## config.mk

```make
export PLATFORM = sky130hd
export DESIGN_NAME = ninep_message_decoder_core
export DESIGN_NICKNAME = d
export VERILOG_FILES = /design/src/hw/rtl/nmd_pkg.sv /design/src/hw/rtl/nmd_parse.sv /design/src/hw/rtl/nmd_out_queue.sv /design/src/hw/rtl/ninep_message_decoder_core.sv
export SDC_FILE = /design/constraint.sdc
export NUM_CORES = 2
export LEC_CHECK = 0
export BUFFER_PORTS_ARGS = -buffer_cell sky130_fd_sc_hd__buf_2
export CORE_MARGIN = 8
export CORE_UTILIZATION = 42
export DETAILED_ROUTE_END_ITERATION = 16
export PLACE_DENSITY = 0.62
export SLEW_MARGIN = 30
export SYNTH_ARGS = -nofsm -noshare
export SYNTH_HDL_FRONTEND = slang
export SYNTH_SLANG_ARGS = --single-unit
```

## constraint.sdc

```tcl
create_clock -name aclk -period 8.6 [get_ports aclk]
set_clock_uncertainty 0.1 [all_clocks]
set_input_delay 0.43 -clock aclk [delete_from_list [all_inputs] [get_ports aclk]]
set_output_delay 0.43 -clock aclk [all_outputs]
set_load 0.02 [all_outputs]
```

## src/hw/rtl/nmd_pkg.sv

```systemverilog
// Shared types, parse phases and dispatch functions of the 9P message decoder.
package nmd_pkg;

    localparam int POSITION_BITS = 32;

    typedef logic [POSITION_BITS-1:0] pos_t;

    typedef enum logic [4:0] {
        PH_SIZE     = 5'd0,
        PH_TYPE     = 5'd1,
        PH_TAG      = 5'd2,
        PH_FID      = 5'd3,
        PH_NEWFID   = 5'd4,
        PH_AFID     = 5'd5,
        PH_MSIZE    = 5'd6,
        PH_STRLEN   = 5'd7,
        PH_STRSKIP  = 5'd8,
        PH_QTYPE    = 5'd9,
        PH_QVERS    = 5'd10,
        PH_QPATH    = 5'd11,
        PH_OLDTAG   = 5'd12,
        PH_NWNAME   = 5'd13,
        PH_NWQID    = 5'd14,
        PH_OMODE    = 5'd15,
        PH_IOUNIT   = 5'd16,
        PH_PERM     = 5'd17,
        PH_OFFSET   = 5'd18,
        PH_COUNT    = 5'd19,
        PH_DATASKIP = 5'd20,
        PH_STATN    = 5'd21,
        PH_STATSIZE = 5'd22,
        PH_STYPE    = 5'd23,
        PH_SDEV     = 5'd24,
        PH_SMODE    = 5'd25,
        PH_ATIME    = 5'd26,
        PH_MTIME    = 5'd27,
        PH_SLEN     = 5'd28,
        PH_DONE     = 5'd29,
        PH_ERR      = 5'd30
    } phase_t;

    // field ids
    localparam logic [4:0] FID_TYPE = 5'd0,  FID_TAG = 5'd1,  FID_FID = 5'd2,
                           FID_AFID = 5'd3,  FID_MSIZE = 5'd4, FID_STR = 5'd5,
                           FID_QTYPE = 5'd6, FID_QVERS = 5'd7, FID_QPATH = 5'd8,
                           FID_OLDTAG = 5'd9, FID_NWNAME = 5'd10, FID_NWQID = 5'd11,
                           FID_MODE = 5'd12, FID_IOUNIT = 5'd13, FID_PERM = 5'd14,
                           FID_OFFSET = 5'd15, FID_COUNT = 5'd16, FID_DATA = 5'd17,
                           FID_STATN = 5'd18, FID_STATSZ = 5'd19, FID_STYPE = 5'd20,
                           FID_SDEV = 5'd21, FID_STIME = 5'd22, FID_SLEN = 5'd23;

    localparam logic [1:0] ST_OK = 2'd0, ST_TRUNC = 2'd1, ST_MISMATCH = 2'd2,
                           ST_UNSUPP = 2'd3;

    localparam logic [7:0] T_VERSION = 8'd100, R_VERSION = 8'd101, T_AUTH = 8'd102,
                           R_AUTH = 8'd103, T_ATTACH = 8'd104, R_ATTACH = 8'd105,
                           T_ERROR = 8'd106, R_ERROR = 8'd107, T_FLUSH = 8'd108,
                           R_FLUSH = 8'd109, T_WALK = 8'd110, R_WALK = 8'd111,
                           T_OPEN = 8'd112, R_OPEN = 8'd113, T_CREATE = 8'd114,
                           R_CREATE = 8'd115, T_READ = 8'd116, R_READ = 8'd117,
                           T_WRITE = 8'd118, R_WRITE = 8'd119, T_CLUNK = 8'd120,
                           R_CLUNK = 8'd121, T_REMOVE = 8'd122, R_REMOVE = 8'd123,
                           T_STAT = 8'd124, R_STAT = 8'd125, T_WSTAT = 8'd126,
                           R_WSTAT = 8'd127;

    typedef struct packed {
        logic        kind;
        logic [4:0]  field_id;
        logic [15:0] element_index;
        logic [63:0] field_value;
        logic [31:0] string_offset;
        logic [1:0]  status;
        logic        last_result;
    } item_t;

    // up to two items produced by one input byte, first slot filled first
    typedef struct packed {
        logic  v0;
        item_t i0;
        logic  v1;
        item_t i1;
    } wr_pair_t;

    function automatic logic [3:0] phase_width(phase_t ph);
        case (ph)
            PH_SIZE, PH_FID, PH_NEWFID, PH_AFID, PH_MSIZE, PH_QVERS, PH_IOUNIT,
            PH_PERM, PH_COUNT, PH_SDEV, PH_SMODE, PH_ATIME, PH_MTIME: return 4'd4;
            PH_TYPE, PH_QTYPE, PH_OMODE: return 4'd1;
            PH_TAG, PH_STRLEN, PH_OLDTAG, PH_NWNAME, PH_NWQID, PH_STATN,
            PH_STATSIZE, PH_STYPE: return 4'd2;
            PH_QPATH, PH_OFFSET, PH_SLEN: return 4'd8;
            default: return 4'd0;
        endcase
    endfunction

    function automatic phase_t start_phase(logic [7:0] t);
        case (t)
            T_VERSION, R_VERSION: return PH_MSIZE;
            T_AUTH: return PH_AFID;
            R_AUTH, R_ATTACH, R_OPEN, R_CREATE: return PH_QTYPE;
            T_ATTACH, T_WALK, T_OPEN, T_CREATE, T_READ, T_WRITE, T_CLUNK,
            T_REMOVE, T_STAT, T_WSTAT: return PH_FID;
            R_ERROR: return PH_STRLEN;
            T_FLUSH: return PH_OLDTAG;
            R_FLUSH, R_CLUNK, R_REMOVE, R_WSTAT: return PH_DONE;
            R_WALK: return PH_NWQID;
            R_READ, R_WRITE: return PH_COUNT;
            R_STAT: return PH_STATN;
            default: return PH_ERR;
        endcase
    endfunction

    function automatic phase_t after_fid(logic [7:0] t);
        case (t)
            T_ATTACH: return PH_AFID;
            T_WALK: return PH_NEWFID;
            T_OPEN: return PH_OMODE;
            T_CREATE: return PH_STRLEN;
            T_READ, T_WRITE: return PH_OFFSET;
            T_WSTAT: return PH_STATN;
            default: return PH_DONE;
        endcase
    endfunction

    function automatic phase_t after_string(logic [7:0] t, logic [15:0] ecnt,
                                            logic [15:0] erem);
        case (t)
            T_AUTH, T_ATTACH: return (ecnt < 16'd2) ? PH_STRLEN : PH_DONE;
            T_CREATE: return PH_PERM;
            T_WALK: return (erem != 16'd0) ? PH_STRLEN : PH_DONE;
            R_STAT, T_WSTAT: return (ecnt < 16'd4) ? PH_STRLEN : PH_DONE;
            default: return PH_DONE;
        endcase
    endfunction

    function automatic phase_t after_qid(logic [7:0] t);
        case (t)
            R_OPEN, R_CREATE: return PH_IOUNIT;
            R_STAT, T_WSTAT: return PH_SMODE;
            default: return PH_DONE;
        endcase
    endfunction

    function automatic pos_t sat_add(pos_t a, logic [15:0] b);
        logic [POSITION_BITS:0] s;
        s = {1'b0, a} + (POSITION_BITS+1)'(b);
        return s[POSITION_BITS] ? '1 : s[POSITION_BITS-1:0];
    endfunction

endpackage

```

## src/hw/rtl/nmd_parse.sv

```systemverilog
// Per-byte parse state and field decode of the 9P message decoder.
module nmd_parse import nmd_pkg::*; (
    input  logic       aclk,
    input  logic       aresetn,
    input  logic       in_take,
    input  logic [7:0] in_byte,
    input  logic       in_last,
    output wr_pair_t   wr
);

    pos_t        pos_reg, pos_next;
    logic [7:0]  mtype_reg, mtype_next;
    phase_t      ph_reg, ph_next;
    logic [63:0] acc_reg, acc_next;
    logic [3:0]  bcnt_reg, bcnt_next;
    logic [31:0] skip_reg, skip_next;
    logic [15:0] erem_reg, erem_next;
    logic [15:0] ecnt_reg, ecnt_next;
    pos_t        dend_reg, dend_next;
    logic [1:0]  err_reg, err_next;

    pos_t        pos_inc, pos_start;
    logic [63:0] v;
    logic [3:0]  w;
    logic [15:0] ecnt_up, erem_up;
    logic [31:0] skip_dec;
    logic [POSITION_BITS+1:0] stat_end;
    logic        f_valid;
    item_t       f_item, s_item;

    always_comb begin
        pos_next   = pos_reg;
        mtype_next = mtype_reg;
        ph_next    = ph_reg;
        acc_next   = acc_reg;
        bcnt_next  = bcnt_reg;
        skip_next  = skip_reg;
        erem_next  = erem_reg;
        ecnt_next  = ecnt_reg;
        dend_next  = dend_reg;
        err_next   = err_reg;
        f_valid    = 1'b0;
        f_item     = '0;
        s_item     = '0;

        pos_inc   = sat_add(pos_reg, 16'd1);
        pos_start = (pos_reg == '0) ? '0 : pos_reg - pos_t'(1);
        v         = acc_reg | (64'(in_byte) << {bcnt_reg[2:0], 3'b000});
        w         = phase_width(ph_reg);
        ecnt_up   = ecnt_reg + 16'd1;
        erem_up   = (erem_reg != 16'd0) ? erem_reg - 16'd1 : erem_reg;
        skip_dec  = (skip_reg != 32'd0) ? skip_reg - 32'd1 : skip_reg;
        stat_end  = (POSITION_BITS+2)'(pos_start) + (POSITION_BITS+2)'(2)
                    + (POSITION_BITS+2)'(v[15:0]);

        if (ph_reg == PH_ERR) begin
            // ignore everything until the end of the message
        end else if (ph_reg == PH_DONE) begin
            err_next = ST_MISMATCH;
            ph_next  = PH_ERR;
        end else if (ph_reg == PH_STRSKIP || ph_reg == PH_DATASKIP) begin
            skip_next = skip_dec;
            if (skip_dec == 32'd0) begin
                ph_next = (ph_reg == PH_STRSKIP) ?
                          after_string(mtype_reg, ecnt_reg, erem_reg) : PH_DONE;
            end
        end else if (w == 4'd0) begin
            ph_next = PH_ERR;
        end else if ({1'b0, bcnt_reg} + 5'd1 < {1'b0, w}) begin
            acc_next  = v;
            bcnt_next = bcnt_reg + 4'd1;
        end else begin
            acc_next    = '0;
            bcnt_next   = '0;
            f_valid     = 1'b1;
            f_item.field_value = v;
            case (ph_reg)
                PH_SIZE: begin
                    f_valid = 1'b0;
                    ph_next = PH_TYPE;
                end
                PH_TYPE: begin
                    mtype_next      = v[7:0];
                    f_item.field_id = FID_TYPE;
                    if (start_phase(v[7:0]) == PH_ERR) err_next = ST_UNSUPP;
                    ph_next = PH_TAG;
                end
                PH_TAG: begin
                    f_item.field_id = FID_TAG;
                    ecnt_next = '0;
                    erem_next = '0;
                    ph_next   = (err_reg != ST_OK) ? PH_ERR : start_phase(mtype_reg);
                end
                PH_FID: begin
                    f_item.field_id = FID_FID;
                    ph_next = after_fid(mtype_reg);
                end
                PH_NEWFID: begin
                    f_item.field_id      = FID_FID;
                    f_item.element_index = 16'd1;
                    ph_next = PH_NWNAME;
                end
                PH_AFID: begin
                    f_item.field_id = FID_AFID;
                    ph_next = PH_STRLEN;
                end
                PH_MSIZE: begin
                    f_item.field_id = FID_MSIZE;
                    ph_next = PH_STRLEN;
                end
                PH_STRLEN: begin
                    f_item.field_id      = FID_STR;
                    f_item.element_index = ecnt_reg;
                    f_item.string_offset = 32'(pos_inc);
                    ecnt_next = ecnt_up;
                    if (mtype_reg == T_WALK) erem_next = erem_up;
                    if (v[15:0] == 16'd0) begin
                        ph_next = after_string(mtype_reg, ecnt_up,
                                               (mtype_reg == T_WALK) ? erem_up : erem_reg);
                    end else begin
                        skip_next = 32'(v[15:0]);
                        ph_next   = PH_STRSKIP;
                    end
                end
                PH_QTYPE: begin
                    f_item.field_id      = FID_QTYPE;
                    f_item.element_index = ecnt_reg;
                    ph_next = PH_QVERS;
                end
                PH_QVERS: begin
                    f_item.field_id      = FID_QVERS;
                    f_item.element_index = ecnt_reg;
                    ph_next = PH_QPATH;
                end
                PH_QPATH: begin
                    f_item.field_id      = FID_QPATH;
                    f_item.element_index = ecnt_reg;
                    if (mtype_reg == R_WALK) begin
                        ecnt_next = ecnt_up;
                        erem_next = erem_up;
                        ph_next   = (erem_up != 16'd0) ? PH_QTYPE : PH_DONE;
                    end else begin
                        ph_next = after_qid(mtype_reg);
                    end
                end
                PH_OLDTAG: begin
                    f_item.field_id = FID_OLDTAG;
                    ph_next = PH_DONE;
                end
                PH_NWNAME, PH_NWQID: begin
                    f_item.field_id = (ph_reg == PH_NWNAME) ? FID_NWNAME : FID_NWQID;
                    erem_next = v[15:0];
                    ecnt_next = '0;
                    if (v[15:0] == 16'd0) ph_next = PH_DONE;
                    else ph_next = (ph_reg == PH_NWNAME) ? PH_STRLEN : PH_QTYPE;
                end
                PH_OMODE, PH_SMODE: begin
                    f_item.field_id = FID_MODE;
                    ph_next = (ph_reg == PH_OMODE) ? PH_DONE : PH_ATIME;
                end
                PH_IOUNIT: begin
                    f_item.field_id = FID_IOUNIT;
                    ph_next = PH_DONE;
                end
                PH_PERM: begin
                    f_item.field_id = FID_PERM;
                    ph_next = PH_OMODE;
                end
                PH_OFFSET: begin
                    f_item.field_id = FID_OFFSET;
                    ph_next = PH_COUNT;
                end
                PH_COUNT: begin
                    if (mtype_reg == R_READ || mtype_reg == T_WRITE) begin
                        f_item.field_id      = FID_DATA;
                        f_item.string_offset = 32'(pos_inc);
                        if (v[31:0] == 32'd0) begin
                            ph_next = PH_DONE;
                        end else begin
                            skip_next = v[31:0];
                            ph_next   = PH_DATASKIP;
                        end
                    end else begin
                        f_item.field_id = FID_COUNT;
                        ph_next = PH_DONE;
                    end
                end
                PH_STATN: begin
                    f_item.field_id = FID_STATN;
                    dend_next = sat_add(pos_inc, v[15:0]);
                    ecnt_next = '0;
                    ph_next   = PH_STATSIZE;
                end
                PH_STATSIZE: begin
                    f_item.field_id = FID_STATSZ;
                    if (stat_end > (POSITION_BITS+2)'(dend_reg)) begin
                        err_next = ST_MISMATCH;
                        ph_next  = PH_ERR;
                    end else begin
                        ph_next = PH_STYPE;
                    end
                end
                PH_STYPE: begin
                    f_item.field_id = FID_STYPE;
                    ph_next = PH_SDEV;
                end
                PH_SDEV: begin
                    f_item.field_id = FID_SDEV;
                    ph_next = PH_QTYPE;
                end
                PH_ATIME: begin
                    f_item.field_id = FID_STIME;
                    ph_next = PH_MTIME;
                end
                PH_MTIME: begin
                    f_item.field_id      = FID_STIME;
                    f_item.element_index = 16'd1;
                    ph_next = PH_SLEN;
                end
                PH_SLEN: begin
                    f_item.field_id = FID_SLEN;
                    ph_next = PH_STRLEN;
                end
                default: begin
                    f_valid = 1'b0;
                    ph_next = PH_ERR;
                end
            endcase
        end

        // end of message: report status and return to the header start
        s_item.kind        = 1'b1;
        s_item.last_result = 1'b1;
        if (err_next != ST_OK) s_item.status = err_next;
        else if (dend_next != '0 && pos_inc != dend_next) s_item.status = ST_MISMATCH;
        else if (ph_next != PH_DONE) s_item.status = ST_TRUNC;
        else s_item.status = ST_OK;

        if (in_last) begin
            pos_next   = '0;
            mtype_next = '0;
            ph_next    = PH_SIZE;
            acc_next   = '0;
            bcnt_next  = '0;
            skip_next  = '0;
            erem_next  = '0;
            ecnt_next  = '0;
            dend_next  = '0;
            err_next   = ST_OK;
        end else begin
            pos_next = pos_inc;
        end

        wr.v0 = in_take && (f_valid || in_last);
        wr.i0 = f_valid ? f_item : s_item;
        wr.v1 = in_take && f_valid && in_last;
        wr.i1 = s_item;
    end

    always_ff @(posedge aclk) begin
        if (!aresetn) begin
            pos_reg   <= '0;
            mtype_reg <= '0;
            ph_reg    <= PH_SIZE;
            acc_reg   <= '0;
            bcnt_reg  <= '0;
            skip_reg  <= '0;
            erem_reg  <= '0;
            ecnt_reg  <= '0;
            dend_reg  <= '0;
            err_reg   <= ST_OK;
        end else if (in_take) begin
            pos_reg   <= pos_next;
            mtype_reg <= mtype_next;
            ph_reg    <= ph_next;
            acc_reg   <= acc_next;
            bcnt_reg  <= bcnt_next;
            skip_reg  <= skip_next;
            erem_reg  <= erem_next;
            ecnt_reg  <= ecnt_next;
            dend_reg  <= dend_next;
            err_reg   <= err_next;
        end
    end

endmodule

```

## src/hw/rtl/nmd_out_queue.sv

```systemverilog
// Four-entry result queue that takes up to two items per cycle.
module nmd_out_queue import nmd_pkg::*; (
    input  logic     aclk,
    input  logic     aresetn,
    input  wr_pair_t wr,
    output logic     has_room,
    output logic     out_valid,
    input  logic     out_ready,
    output item_t    out_item
);

    item_t      mem [4];
    logic [1:0] wr_ptr_reg, wr_ptr_next;
    logic [1:0] rd_ptr_reg, rd_ptr_next;
    logic [2:0] cnt_reg, cnt_next;
    logic       pop;

    assign has_room  = (cnt_reg <= 3'd2);
    assign out_valid = (cnt_reg != 3'd0);
    assign out_item  = mem[rd_ptr_reg];
    assign pop       = out_valid && out_ready;

    always_comb begin
        wr_ptr_next = wr_ptr_reg + 2'(wr.v0) + 2'(wr.v1);
        rd_ptr_next = rd_ptr_reg + 2'(pop);
        cnt_next    = cnt_reg + 3'(wr.v0) + 3'(wr.v1) - 3'(pop);
    end

    always_ff @(posedge aclk) begin
        if (wr.v0) mem[wr_ptr_reg] <= wr.i0;
        if (wr.v1) mem[wr_ptr_reg + 2'd1] <= wr.i1;
    end

    always_ff @(posedge aclk) begin
        if (!aresetn) begin
            wr_ptr_reg <= '0;
            rd_ptr_reg <= '0;
            cnt_reg    <= '0;
        end else begin
            wr_ptr_reg <= wr_ptr_next;
            rd_ptr_reg <= rd_ptr_next;
            cnt_reg    <= cnt_next;
        end
    end

endmodule

```

## src/hw/rtl/ninep_message_decoder_core.sv

```systemverilog
// Top level of the 9P2000 message decoder: byte stream in, field items out.
//
// Input stream: one message byte per item on s_tdata[7:0]; s_tlast marks the
// final byte, and the message size is the number of bytes seen up to it.
// Output stream: one decoded field or one end-of-message status per item.
// m_tuser is 0 for a field and 1 for the status; m_tlast is set only on the
// status item that closes a message.
// Throughput: one input byte per cycle while s_tready is high. A byte that
// completes a field other than the size emits one item, the flagged byte
// emits its status (two items if it also ends a field); all other bytes
// emit nothing. An item is written into the result queue when the byte that
// caused it is accepted; decode is a single combinational pass from the parse
// state registers into that four-entry queue.
// Stall: s_tready drops while the queue holds more than two items, so a
// stalled receiver backs up into the sender without losing items.
// Reset: aresetn (synchronous, active low) empties the queue and returns the
// parser to the start of a message header.
module ninep_message_decoder_core import nmd_pkg::*; (
    input  logic         aclk,
    input  logic         aresetn,
    input  logic         s_tvalid,
    output logic         s_tready,
    input  logic [7:0]   s_tdata,   // [7:0] data_byte
    input  logic         s_tlast,   // last_byte
    output logic         m_tvalid,
    input  logic         m_tready,
    output logic [119:0] m_tdata,   // [4:0] field_id, [20:5] element_index,
                                    // [84:21] field_value, [116:85] string_offset,
                                    // [118:117] status, [119] zero
    output logic         m_tuser,   // item_kind
    output logic         m_tlast    // last_result
);

    wr_pair_t wr;
    item_t    out_item;
    logic     has_room;

    assign s_tready = has_room;

    nmd_parse u_parse (
        .aclk    (aclk),
        .aresetn (aresetn),
        .in_take (s_tvalid && has_room),
        .in_byte (s_tdata),
        .in_last (s_tlast),
        .wr      (wr)
    );

    nmd_out_queue u_queue (
        .aclk      (aclk),
        .aresetn   (aresetn),
        .wr        (wr),
        .has_room  (has_room),
        .out_valid (m_tvalid),
        .out_ready (m_tready),
        .out_item  (out_item)
    );

    assign m_tdata = {1'b0, out_item.status, out_item.string_offset,
                      out_item.field_value, out_item.element_index, out_item.field_id};
    assign m_tuser = out_item.kind;
    assign m_tlast = out_item.last_result;

endmodule

```

-- Word-level counts from Yosys, hierarchy flattened
Memory sizes are Yosys's and may differ from the RTL's. A register that Yosys moved wholly into a read port is not among the register bits.
Cells that the tools add are included.
- memories kept: 4
- bits in read-only memories: 1408
- register bits after elaboration: 218
- word-level logic and storage cells: 281
- memory bits (writable): 484
- memory list (name ; depth ; bits a word ; rd ports ; clocked after memory_dff ; write ports ; line ; text):
    (no name shown) ; 128 ; 5 ; 1 ; 0 ; 0 ; nmd_pkg.sv:97 ; case (t)
    (no name shown) ; 128 ; 5 ; 1 ; 1 ; 0 ; nmd_pkg.sv:97 ;
    u_queue.mem ; 4 ; 121 ; 1 ; 1 ; 2 ; nmd_out_queue.sv:12 ; item_t mem [4];
    (no name shown) ; 32 ; 4 ; 1 ; 1 ; 0 ; nmd_pkg.sv:85 ; case (ph)
- reduce and logical (&&, ||, !) cells: 46
- mux-type cells: 135
- add/subtract/negate cells: 17
- eq/ne operators: 57
- magnitude comparators: 7
- bitwise operators: 1
- shift operators: 1
- operators with widths (operator ; count):
    $mux 32 ; 22
    $mux 117 ; 5
    $mux 64 ; 6
    $mux 16 ; 16
    $mux 5 ; 29
    $pmux 32 s2 ; 2
    $mux 121 ; 1
    $pmux 5 s22 ; 1
    $pmux 5 s21 ; 1
    $eq 8x7->1 const B ; 13
    $logic_not 32->1 ; 3
    $eq 5x5->1 const B ; 16
    $or 64x64->64 ; 1
    $pmux 16 s4 ; 1
    $reduce_bool 32->1 ; 2
    $shl 8x6->64 ; 1
    $sub 32x1->32 const B ; 2
    $mux 8 ; 7
    $pmux 16 s3 ; 1
    $reduce_bool 16->1 ; 3
    $eq 5x4->1 const B ; 8
    $mux 4 ; 10
    $pmux 5 s4 ; 2
    $add 34x16->34 ; 1
    50 further kinds ; 110

-- Logic depth before layout (Yosys ltp)
An unclocked memory read counts as a cell.
- depth in word-level cells: 21
- depth in mapped cells: 47
- depth with buffers taken out: 44

-- Modules after synthesis
From an unflattened synthesis, not the netlist that was laid out.
- cell total of the unflattened synthesis: 4363
- area total of the unflattened synthesis: 45331.0 um2
- by module, submodules not included (module ; cells each ; seq. area each (um2) ; area an instance (um2) ; instances):
    nmd_out_queue ; 1213 ; 14674.1 ; 23667.7 ; 1
    nmd_parse ; 3147 ; 4404.2 ; 21645.8 ; 1
    ninep_message_decoder_core ; 3 ; 0.0 ; 17.5 ; 1

-- Worst setup path before layout
OpenSTA, ideal clock, no wires.
- path kind: reg-to-reg
- start: reg u_parse.pos_reg[14]
- end: reg, netlist name u_parse.w[2]
- slack: -0.165 ns
- data required time: 8.378 ns
- arrival: 8.544 ns
- cell stages (with the launch flop): 45
- library setup time: 0.122 ns
- cells stage by stage: dfxtp_1 -> buf_6 -> or4_4 -> nor4_1 -> and4_1 -> clkbuf_1 -> clkbuf_1 -> buf_1 -> nor2_1 -> ha_1 -> o21ai_0 -> nor2_1 -> nor2_1 -> a21oi_1 -> nand3_1 -> o21ai_0 -> xnor2_1 -> nor2_1 -> [... 9 more ...] -> xnor2_1 -> ha_1 -> a21o_1 -> a21o_1 -> a21o_1 -> a21o_1 -> a21oi_1 -> o211ai_1 -> o41ai_1 -> and3_1 -> o21a_1 -> a21oi_1 -> o22ai_1 -> nand2_1 -> ha_1 -> nor2b_1 -> mux2_2 -> a221o_1
- cells in the longest elaborated chain, start to end: 15
- RTL lines (what ; line ; text):
    from (decl) ; nmd_parse.sv:11 ; pos_t pos_reg, pos_next;
    from (signal assigned) ; nmd_parse.sv:273 ; pos_reg <= pos_next;
    $sub 32x1->32 / $logic_not 32->1 (equally long branches) ; nmd_parse.sv:47 ; pos_start = (pos_reg == '0) ? '0 : pos_reg - pos_t'(1);
    $mux 32 (*) ; nmd_parse.sv:47 ;
    $add 32x2->33 (*) ; nmd_parse.sv:53 ; stat_end = (POSITION_BITS+2)'(pos_start) + (POSITION_BITS+2)'(2)
    $add 34x16->34 (*) ; nmd_parse.sv:54 ; + (POSITION_BITS+2)'(v[15:0]);
    $gt 34x32->1 (*) ; nmd_parse.sv:196 ; if (stat_end > (POSITION_BITS+2)'(dend_reg)) begin
    $mux 4 (*) ; nmd_parse.sv:196 ;
    $pmux 5 s22 (*) ; nmd_parse.sv:77 ; case (ph_reg)
    $mux 5 (*) ; nmd_parse.sv:69 ; end else if ({1'b0, bcnt_reg} + 5'd1 < {1'b0, w}) begin
    $mux 5 (*) ; nmd_parse.sv:67 ; end else if (w == 4'd0) begin
    $mux 5 (*) ; nmd_parse.sv:61 ; end else if (ph_reg == PH_STRSKIP || ph_reg == PH_DATASKIP) begin
    $mux 5 (*) ; nmd_parse.sv:58 ; end else if (ph_reg == PH_DONE) begin
    $mux 5 (*) ; nmd_parse.sv:56 ; if (ph_reg == PH_ERR) begin
    $mux 5 (*) ; nmd_parse.sv:239 ; if (in_last) begin
    $mux 5 (no source line) (*) (2 in series) ; n/a ;
Mark *: on every way between the ends. The rest lies on a longest branch, timed or not.
A chain may end at the register's enable or synchronous reset.

-- Worst setup path in the final report
- start: reg u_parse.pos_reg[14]
- end: reg, netlist name u_parse.w[2]
- cells in the longest elaborated chain, start to end: 15
- RTL lines (what ; line):
    $sub 32x1->32 / $logic_not 32->1 (equally long branches) ; nmd_parse.sv:47
    $mux 32 (*) ; nmd_parse.sv:47
    $add 32x2->33 (*) ; nmd_parse.sv:53
    $add 34x16->34 (*) ; nmd_parse.sv:54
    $gt 34x32->1 (*) ; nmd_parse.sv:196
    $mux 4 (*) ; nmd_parse.sv:196
    $pmux 5 s22 (*) ; nmd_parse.sv:77
    $mux 5 (*) ; nmd_parse.sv:69
    $mux 5 (*) ; nmd_parse.sv:67
    $mux 5 (*) ; nmd_parse.sv:61
    $mux 5 (*) ; nmd_parse.sv:58
    $mux 5 (*) ; nmd_parse.sv:56
    $mux 5 (*) ; nmd_parse.sv:239
    $mux 5 (no source line) (*) (2 in series) ; n/a
Marked as above.

==> results.py <==
metrics = {
    "finish": {
        "area_growth_pct": 13.0,
        "nets": 4762,
        "final_layout_size_suffix_gt1_share_pct": 14.4,
        "final_cell_mix": "dfxtp_1, nand2_1, nor2_1, o21ai_0, a21oi_1",
        "mostFrequentLayoutCell": "dfxtp_1",
        "finish.instance_area_sq_um": 44100,
        "fin_util_pct": 48.0,
        "largest_reg_flops": 480,
    },
    "cts": {
        "cts_max_path_buffers": 3,
        "ctsHoldBuffers": 0,
        "clkLatencyLatePin_ns": 0.66,
        "cts.sinks": 707,
        "numCtsBuffers": 78,
        "htreeDepth": 3,
        "clkTransAtPathRegs_ns": 0.06,
        "cts_tree": "built",
        "root_buffer": "clkbuf_16",
    },
    "run_status": {
        "outcome": "finished clean",
    },
    "logic_synthesis": {
        "netlist_instances": 4642,
        "synth_top_family_by_area": "compound AO/OA/AOI/OAI gates",
        "yosys.area_share.simple_pct": 20.4,
        "syn_nets": 4757,
        "synth_ff_type": "dfxtp_1",
        "synthAdderAreaFrac_pct": 3.39,
        "synth_edf_count": 8,
        "netlist_area_sq_um": 39000,
        "synth_mux_area_share_pct": 7.52,
        "synthXorXnorAreaFrac_pct": 3.45,
        "synthArstFlopShare_pct": 0,
        "seq_area_frac_synth_pct": 36.5,
        "synth_cell_types": 101,
        "ys_warn_count": 0,
        "synth_compound_area_share_pct": 23.9,
        "syn_area_per_cell_sq_um": 8.40,
        "ys_seq_elements": 707,
    },
    "timing": {
        "finalSetupViolations": 0,
        "setup_tns_ns": 0,
        "post-route-period-util_pct": 95.0,
        "relSlewSlack_pct": 31.4,
        "worst_pin_slew_ns": 1.02,
        "hold_violations": 0,
        "fmax_ghz": 0.122,
        "period_minus_slack_ns": 8.17,
        "fin_ws_ns": 0.429,
        "slew_violations": 0,
    },
    "global_route": {
        "grt_overflow": 0,
        "grt_pass1_vias": 34800,
        "grt_max_degree": 77,
        "grt_pass1_wl_microns": 219000,
        "antenna_found_initial": 5,
        "grt_usage_pct": 27.0,
    },
    "place": {
        "numPortBuffers": 135,
        "pre_cts_ws_ns": 0.104,
        "place_area_sq_um": 41200,
        "gp_congestion": 1.02,
        "dp_hpwl_microns": 102000,
    },
    "routing": {
        "wl_microns": 146000,
        "route.vias.total": 37200,
        "drc": 0,
        "drt-wirelength-per-cell_microns": 24.4,
        "via_per_inst": 6.24,
        "drtAntennaViolNets": 0,
        "drt_iter0_drc": 4301,
        "drt_pass1_iterations": 6,
    },
    "hold_path": {
        "hold_class": "in2reg",
    },
    "worst_setup_path": {
        "worstPathMaxFanout": 8,
        "crit_path_start_kind": "flop",
        "crit_buf_inv": 3,
        "crit_family": "simple AND/OR/NAND/NOR gates",
        "crit_type": "reg2reg",
        "arrival_ns": 8.62,
        "critPathCaptureType": "flop",
        "cpMaxStageDelayCell": "or4_4",
        "crit_path_frequent_cell": "ha_1",
        "cp.required_ns": 9.05,
        "critPathMaxStageDelay_ns": 0.57,
    },
    "power": {
        "finalPower_mw": 10.0,
        "pwr_density_cell_nw_per_um2": 227,
        "ir_drop_uv": 159,
        "power_leakage_nw": 16.6,
    },
    "floorplanning": {
        "die_h_microns": 321,
        "rows": 111,
        "core_sq_um": 91800,
        "dieArea_sq_um": 103000,
        "pin_count": 137,
        "chipWidth_microns": 321,
        "start_util_pct": 42.5,
    },
    "job": {
        "cap_violations": 0,
    },
}
## what timing repair did
item | 4_1_cts | 5_1_grt
endpoints found under the setup margin | 0 | 11
hold endpoints to repair | 0 | 0
resized for setup | 0 | 16
buffers inserted | 0 | 1
## routing by layer
metal	up-vias	part of all wire, %	GRT usage (%)
met2	1717	44	41.5
met3	304	8.8	5.11
met5	-	0.0089	0
met1	18100	43	37.2
met4	2	4.0	10.4
li1	17100	-	-
## worst min-delay path: cells and delay by family
family          cells  cell delay [ns]
compound gates      1             0.08
buf+inv             2             0.27
simple gates        2             0.19
## stage by stage
step	instances	hold WS (ns)
2_1_floorplan	4642	0.320
3_3_place_gp	5807	0.328
3_5_place_dp	5809	0.340
4_1_cts	5951	0.192
5_1_grt	5952	0.292
6_report	5956	0.244
## synth_stat cells, types with 24 or more instances
master	n	area [sq um]
a211oi_1	25	188
a21o_1	44	330
a21oi_1	345	1730
a22o_1	253	2220
a22oi_1	61	458
a31oi_1	43	269
and2_1	47	294
and3_1	24	150
buf_1	43	161
clkbuf_1	298	1120
dfxtp_1	699	14000
ha_1	97	1210
inv_1	109	409
mux4_2	120	2700
nand2_1	513	1930
nand2b_1	31	194
nand3_1	79	395
nand4_1	59	369
nor2_1	472	1770
nor2b_1	33	206
nor3_1	117	586
nor4_1	69	432
o21ai_0	359	1800
o22ai_1	33	206
or3_1	51	319
or4_1	25	188
xnor2_1	95	832
xor2_1	54	473
## logic make-up after synthesis
kind of cell,Yosys count
buffers and inverters,482
muxes,142
AOI/OAI and AO/OA,1410
and+or+nand+nor,1646
other,1
adders and majority gates,103
DFF,707
xor gates and xnor gates,151
## final cells by class
type	instances	area (sq um)
Inverter	109	412
Multi-Input combinational cell	3453	23100
Clock buffer	108	2290
Antenna cell	4	10.0
Clock inverter	34	465
Timing Repair Buffer	298	2010
Fill cell	8912	47700
Tap cell	1243	1560
Sequential cell	707	14200
## where the power goes
group	leakage, nW	internal [mW]	switching (mW)
Sequential	5.71	3.34	0.0971
Clock	1.36	2.09	1.46
Combinational	9.57	1.00	2.03
Total	16.6	6.43	3.59
## final timing paths
check                                                 startpoint  depth (start not counted)  slack [ns]                          endpoint
worst max register to register  u_parse.pos_reg[14]$_SDFFE_PN0P_                         38        0.43              u_parse.w[2]$_DFF_P_
worst min register to register  u_queue.mem[2][105]$_SDFFE_PP0P_                          2        0.35  u_queue.mem[2][105]$_SDFFE_PP0P_
worst min-delay path                                  s_tdata[0]                          5        0.24   u_parse.acc_reg[0]$_SDFFE_PN0P_
worst max-delay path            u_parse.pos_reg[14]$_SDFFE_PN0P_                         38        0.43              u_parse.w[2]$_DFF_P_
Note: power is estimated with default switching activity, not from simulation.
